## config.mk

```make
export PLATFORM = sky130hd
export DESIGN_NAME = antialiased_point_splat
export DESIGN_NICKNAME = d
export VERILOG_FILES = /design/src/design/aps_pkg.sv /design/src/design/antialiased_point_splat.sv /design/src/design/aps_seq.sv
export SDC_FILE = /design/constraint.sdc
export NUM_CORES = 1
export LEC_CHECK = 0
export BUFFER_PORTS_ARGS = -buffer_cell sky130_fd_sc_hd__buf_2
export CORE_UTILIZATION = 49
export CTS_CLUSTER_SIZE = 8
export DETAILED_ROUTE_END_ITERATION = 6
export PLACE_DENSITY_LB_ADDON = 0.15
export SLEW_MARGIN = 15
export SYNTH_ARGS = -nofsm -noshare
export SYNTH_HDL_FRONTEND = slang
export SYNTH_SLANG_ARGS = --single-unit
```

## constraint.sdc

```tcl
create_clock -name clk_i -period 8.5 [get_ports clk_i]
set_input_delay 0.85 -clock clk_i [delete_from_list [all_inputs] [get_ports clk_i]]
set_output_delay 0.85 -clock clk_i [all_outputs]
set_load 0.01 [all_outputs]
```

## src/design/aps_pkg.sv

```systemverilog
package aps_pkg;

  localparam int COORD_INT_BITS = 12;
  localparam int FRAC_BITS      = 8;

  localparam int POS_W   = COORD_INT_BITS + FRAC_BITS;
  localparam int PIX_W   = COORD_INT_BITS + 1;
  localparam int WT_W    = FRAC_BITS + 1;
  localparam int WGT_W   = 2 * FRAC_BITS + 1;
  localparam int CH_W    = 8;
  localparam int CP_W    = CH_W + WGT_W;
  localparam int NUM_CH  = 4;

  localparam logic [WT_W-1:0] FRAC_ONE = WT_W'(1 << FRAC_BITS);

  typedef enum logic [1:0] {
    MODE_PLAIN = 2'd0,
    MODE_XY    = 2'd1,
    MODE_X     = 2'd2,
    MODE_Y     = 2'd3
  } aps_mode_e;

  typedef struct packed {
    logic [1:0]       mode;
    logic [POS_W-1:0] x_pos;
    logic [POS_W-1:0] y_pos;
    logic [CH_W-1:0]  red;
    logic [CH_W-1:0]  green;
    logic [CH_W-1:0]  blue;
    logic [CH_W-1:0]  alpha;
  } aps_in_t;

  typedef struct packed {
    logic [PIX_W-1:0] pixel_x;
    logic [PIX_W-1:0] pixel_y;
    logic [CH_W-1:0]  out_red;
    logic [CH_W-1:0]  out_green;
    logic [CH_W-1:0]  out_blue;
    logic [CH_W-1:0]  out_alpha;
    logic             last;
  } aps_out_t;

  typedef struct packed {
    logic                         valid;
    logic                         last;
    logic [PIX_W-1:0]             px;
    logic [PIX_W-1:0]             py;
    logic [WT_W-1:0]              wx;
    logic [WT_W-1:0]              wy;
    logic [NUM_CH-1:0][CH_W-1:0]  rgba;
  } aps_tap_t;

endpackage

```

## src/design/antialiased_point_splat.sv

```systemverilog
// Channel  Direction  Handshake                 Word
// point    in         start_i high, busy_o low  point_i (aps_in_t)
// pixel    out        pixel_valid_o, one cycle  pixel_o (aps_out_t)
//
// One point gives one, two or four pixel words, one per cycle, and occupies
// the sequencer while they are issued; busy_o is low on its last pixel.
// The first pixel passes the point register, weight select, weight product
// and channel product registers after the point is taken.
// Reset clears the valid bits only. The pixel side has no back-pressure.
module antialiased_point_splat (
  input  logic              clk_i,
  input  logic              rst_ni,
  input  logic              start_i,
  input  aps_pkg::aps_in_t  point_i,
  output logic              busy_o,
  output logic              pixel_valid_o,
  output aps_pkg::aps_out_t pixel_o
);
  import aps_pkg::*;

  aps_tap_t tap;

  logic                        wv_q, wl_q;
  logic [PIX_W-1:0]            wpx_q, wpy_q;
  logic [WGT_W-1:0]            w_q;
  logic [NUM_CH-1:0][CH_W-1:0] wrgba_q;
  logic [2*WT_W-1:0]           w_full;

  logic                        ov_q;
  aps_out_t                    o_q, o_d;
  logic [NUM_CH-1:0][CP_W-1:0] prod;

  aps_seq u_seq (
    .clk_i  (clk_i),
    .rst_ni (rst_ni),
    .start_i(start_i),
    .item_i (point_i),
    .busy_o (busy_o),
    .tap_o  (tap)
  );

  assign w_full = tap.wx * tap.wy;

  always_ff @(posedge clk_i or negedge rst_ni) begin
    if (!rst_ni) begin
      wv_q <= 1'b0;
      ov_q <= 1'b0;
    end else begin
      wv_q <= tap.valid;
      ov_q <= wv_q;
    end
  end

  always_ff @(posedge clk_i) begin
    wl_q    <= tap.last;
    wpx_q   <= tap.px;
    wpy_q   <= tap.py;
    w_q     <= w_full[WGT_W-1:0];
    wrgba_q <= tap.rgba;
  end

  always_comb begin
    for (int c = 0; c < NUM_CH; c++) begin
      prod[c] = CP_W'(wrgba_q[c]) * CP_W'(w_q);
    end
    o_d.pixel_x   = wpx_q;
    o_d.pixel_y   = wpy_q;
    o_d.out_red   = prod[0][2*FRAC_BITS+CH_W-1:2*FRAC_BITS];
    o_d.out_green = prod[1][2*FRAC_BITS+CH_W-1:2*FRAC_BITS];
    o_d.out_blue  = prod[2][2*FRAC_BITS+CH_W-1:2*FRAC_BITS];
    o_d.out_alpha = prod[3][2*FRAC_BITS+CH_W-1:2*FRAC_BITS];
    o_d.last      = wl_q;
  end

  always_ff @(posedge clk_i) begin
    o_q <= o_d;
  end

  assign pixel_valid_o = ov_q;
  assign pixel_o       = o_q;

endmodule

```

## src/design/aps_seq.sv

```systemverilog
module aps_seq (
  input  logic            clk_i,
  input  logic            rst_ni,
  input  logic            start_i,
  input  aps_pkg::aps_in_t item_i,
  output logic            busy_o,
  output aps_pkg::aps_tap_t tap_o
);
  import aps_pkg::*;

  logic      hold_q, hold_d;
  aps_in_t   item_q, item_d;
  logic      i_q, i_d, j_q, j_d;
  aps_tap_t  tap_q, tap_d;

  aps_mode_e            mode;
  logic [FRAC_BITS-1:0] fx, fy;
  logic                 x2, y2, nxt_x, nxt_y, last, accept;

  always_comb begin
    mode  = aps_mode_e'(item_q.mode);
    fx    = item_q.x_pos[FRAC_BITS-1:0];
    fy    = item_q.y_pos[FRAC_BITS-1:0];
    if (mode == MODE_PLAIN || mode == MODE_Y) fx = '0;
    if (mode == MODE_PLAIN || mode == MODE_X) fy = '0;
    x2    = |fx;
    y2    = |fy;
    nxt_x = !i_q && x2;
    nxt_y = !j_q && y2;
    last  = !nxt_x && !nxt_y;
  end

  assign busy_o = hold_q && !last;
  assign accept = start_i && !busy_o;

  always_comb begin
    hold_d = hold_q;
    item_d = item_q;
    i_d    = i_q;
    j_d    = j_q;
    if (accept) begin
      hold_d = 1'b1;
      item_d = item_i;
      i_d    = 1'b0;
      j_d    = 1'b0;
    end else if (hold_q && !last) begin
      if (nxt_x) begin
        i_d = 1'b1;
      end else begin
        i_d = 1'b0;
        j_d = 1'b1;
      end
    end else begin
      hold_d = 1'b0;
    end
  end

  always_comb begin
    tap_d.valid = hold_q;
    tap_d.last  = last;
    tap_d.px    = {1'b0, item_q.x_pos[POS_W-1:FRAC_BITS]} + PIX_W'(i_q);
    tap_d.py    = {1'b0, item_q.y_pos[POS_W-1:FRAC_BITS]} + PIX_W'(j_q);
    tap_d.wx    = i_q ? {1'b0, fx} : FRAC_ONE - {1'b0, fx};
    tap_d.wy    = j_q ? {1'b0, fy} : FRAC_ONE - {1'b0, fy};
    tap_d.rgba  = {item_q.alpha, item_q.blue, item_q.green, item_q.red};
  end

  always_ff @(posedge clk_i or negedge rst_ni) begin
    if (!rst_ni) begin
      hold_q      <= 1'b0;
      tap_q.valid <= 1'b0;
    end else begin
      hold_q <= hold_d;
      tap_q  <= tap_d;
    end
  end

  always_ff @(posedge clk_i) begin
    item_q <= item_d;
    i_q    <= i_d;
    j_q    <= j_d;
  end

  assign tap_o = tap_q;

endmodule

```

==> results.toml <==
[finish]
drive_gt1_share_pct = 8.36
final_common_cell = "and2_1"
syn2layout_area_growth_pct = 9.94
layout_common_cells = "and2_1 (467), inv_1 (459), fa_1 (401)"
final_nets = 3243
antennaDiodeCount = 0
fillCellCount = 4702
utilization_pct = 54.4
final_area_um2 = 28600

[placed_design]
io_buffers = 137
routabilityCongestion = 0.856
dpl.hpwl_mm = 40.2
dpl-instance-area_um2 = 27300

[synth]
syn-cell-area_um2 = 26000
synth_async_sr_flop_share_pct = 1.37
synth_cells = 2460
ys.warnings.count = 0
syn_avg_cell_area_um2 = 10.6
synth-seq-area-share_pct = 28.4
synth.net_count = 3142
synth_seq_cells = 292
synth_ff_type = "edfxtp_1"
ys_types = 59
synth_edf_count = 151

[drt]
drc = 0
wl_mm = 54.2
wl_per_cell_um = 16.5
ant_nets = 0
drtIter0Drc = 615
first_pass_iters = 4
via_per_inst = 5.06
dr_total_vias = 16622

[floorplanning]
initial_core_util_pct = 49.5
die_area_um2 = 54000
ios = 138
core_um2 = 52600
rows = 84
die_h_um = 232
die_x_um = 232

[worst_hold_path]
hold_path_class = "register to register"
hold_end = "pixel_o[38]"
hold_path_startpoint = "wpy_q[5]"
whs_path_depth = 0

[critical_path]
r2r_start = "w_q[0]"
arrival_ns = 5.72
worst_setup_path_start_kind = "register"
r2r_slack_ns = 3.26
worstSetupPathType = "register to register"
ff2ff_path_depth = 17
path_max_fanout = 27
end_kind = "register"
required_ns = 8.99
r2r-end = "pixel_o[23]"

[timing]
fin_crit_ns = 5.24
finalHoldViolCount = 0
setup_tns_ns = 0
clock.fmax_mhz = 191
setup_viol_count_final = 0
tightest_slew_ns = 1.15
fin_crit_sh_pct = 61.6
holdWs_ns = 0.320
drv_slew = 0
relSlewSlack_pct = 23.2
clock_skew_ns = 0.0302
rsz0062_at_grt = "no"

[clock_tree]
cts.clk_slew.worst_paths_ns = 0.05
max-clock-path-buffers = 3
holdBufCountCts = 0
cts_resized = 0
cts_made_buffers = 43
cts_tree = "built"
post-cts-setup-buffers = 0
cts-root-buf = "clkbuf_16"
cts_sinks = 292
clk_latency_ns = 0.58
ctsHtreeMaxLevel = 2

[global_routing]
grt_usage_pct = 21.5
grt_antenna_before_repair = 1
grt_pass1_wl_mm = 91.9
grt_pass1_vias = 18351
grt_max_degree = 60
grt_overflow_total = 0

[run]
max_cap_viol_count = 0

[status]
outcome = "finished clean"
[area by class of cell]
| type | instances | area (µm²) | area share (%) |
|---|---|---|---|
| inverters | 459 | 1720 | 6.02 |
| clock buffers | 73 | 1190 | 4.16 |
| well taps | 688 | 861 | 3.01 |
| flip-flops and latches | 292 | 7380 | 25.8 |
| clock inverters | 6 | 98.8 | 0.346 |
| multi-input cells | 1615 | 16600 | 57.9 |
| repair buffers | 150 | 786 | 2.75 |
[worst max-delay path by stage]
stage / startpoint / to / slack [ns] / depth (start not counted)
CTS: w_q[5] / pixel_o[23] / 3.02 / 17
floorplan: w_q[1] / pixel_o[30] / 3.92 / 19
finish: w_q[0] / pixel_o[23] / 3.26 / 17
global placement: w_q[1] / pixel_o[20] / 3.10 / 17
detailed placement: w_q[5] / pixel_o[20] / 3.08 / 17
global route: w_q[0] / pixel_o[19] / 2.92 / 17
[synth_stat cells (all sizes together) (13+ instances only)]
library cell  instances  share of area [%]
and2                468                 11
inv                 459                6.6
fa                  401                 31
ha                  204                9.8
nand2               178                2.6
edfxtp              151                 17
dfxtp               137                 11
clkbuf               91                1.3
xnor2                65                2.2
a21oi                47               0.90
nor2                 41               0.59
o21ai                36               0.71
nand3                23               0.44
and3                 14               0.36
nor3                 14               0.27
xor2                 13               0.44
[metal layers]
metal / vias up / GRT usage [%] / share of wire [%]
met2: 352 / 38.0 / 50
li1: 7755 / - / -
met5: - / 0 / 0
met1: 8445 / 26.9 / 42
met3: 70 / 4.06 / 5.5
met4: 0 / 5.76 / 2.1
[kinds of logic after synthesis]
group / Yosys count / share of synthesized area (%)
adders and majority gates: 605 / 40.7
and+or+nand+nor: 781 / 16.6
xor gates and xnor gates: 78 / 2.63
AOI/OAI and AO/OA: 151 / 3.75
buffers and inverters: 553 / 7.99
DFF: 292 / 28.4
[through the flow]
step,cells,worst slack [ns]
2_1_floorplan,2460,3.92
3_3_place_gp,3204,3.10
4_1_cts,3283,3.02
5_1_grt,3283,2.92
3_5_place_dp,3204,3.08
6_report,3283,3.26
[flip-flops by register name, summed over array words and instances, names as in the netlist]
signal / count
u_seq.tap_o: 78
u_seq.i_q: 1
wpy_q: 13
wpx_q: 13
w_q: 17
u_seq.hold_q: 1
pixel_o: 59
wrgba_q: 32
u_seq.mode: 2
u_seq.item_q: 72
wv_q: 1
pixel_valid_o: 1
wl_q: 1
u_seq.j_q: 1
[worst max-delay path, cell delays in order (launching register included)]
cell,delay [ns]
dfxtp_1,1.07
nand2_1,0.16
fa_1,0.52
fa_1,0.52
inv_1,0.05
fa_1,0.48
inv_1,0.05
fa_1,0.48
inv_1,0.05
ha_1,0.27
a21o_1,0.18
a21oi_1,0.13
o21ai_0,0.13
o2111ai_1,0.38
a41o_1,0.26
nand2b_1,0.09
a21oi_1,0.18
xnor2_1,0.14
Power is not shown: default switching activity piles up to over one toggle a cycle in this logic, so the estimate is an artifact.
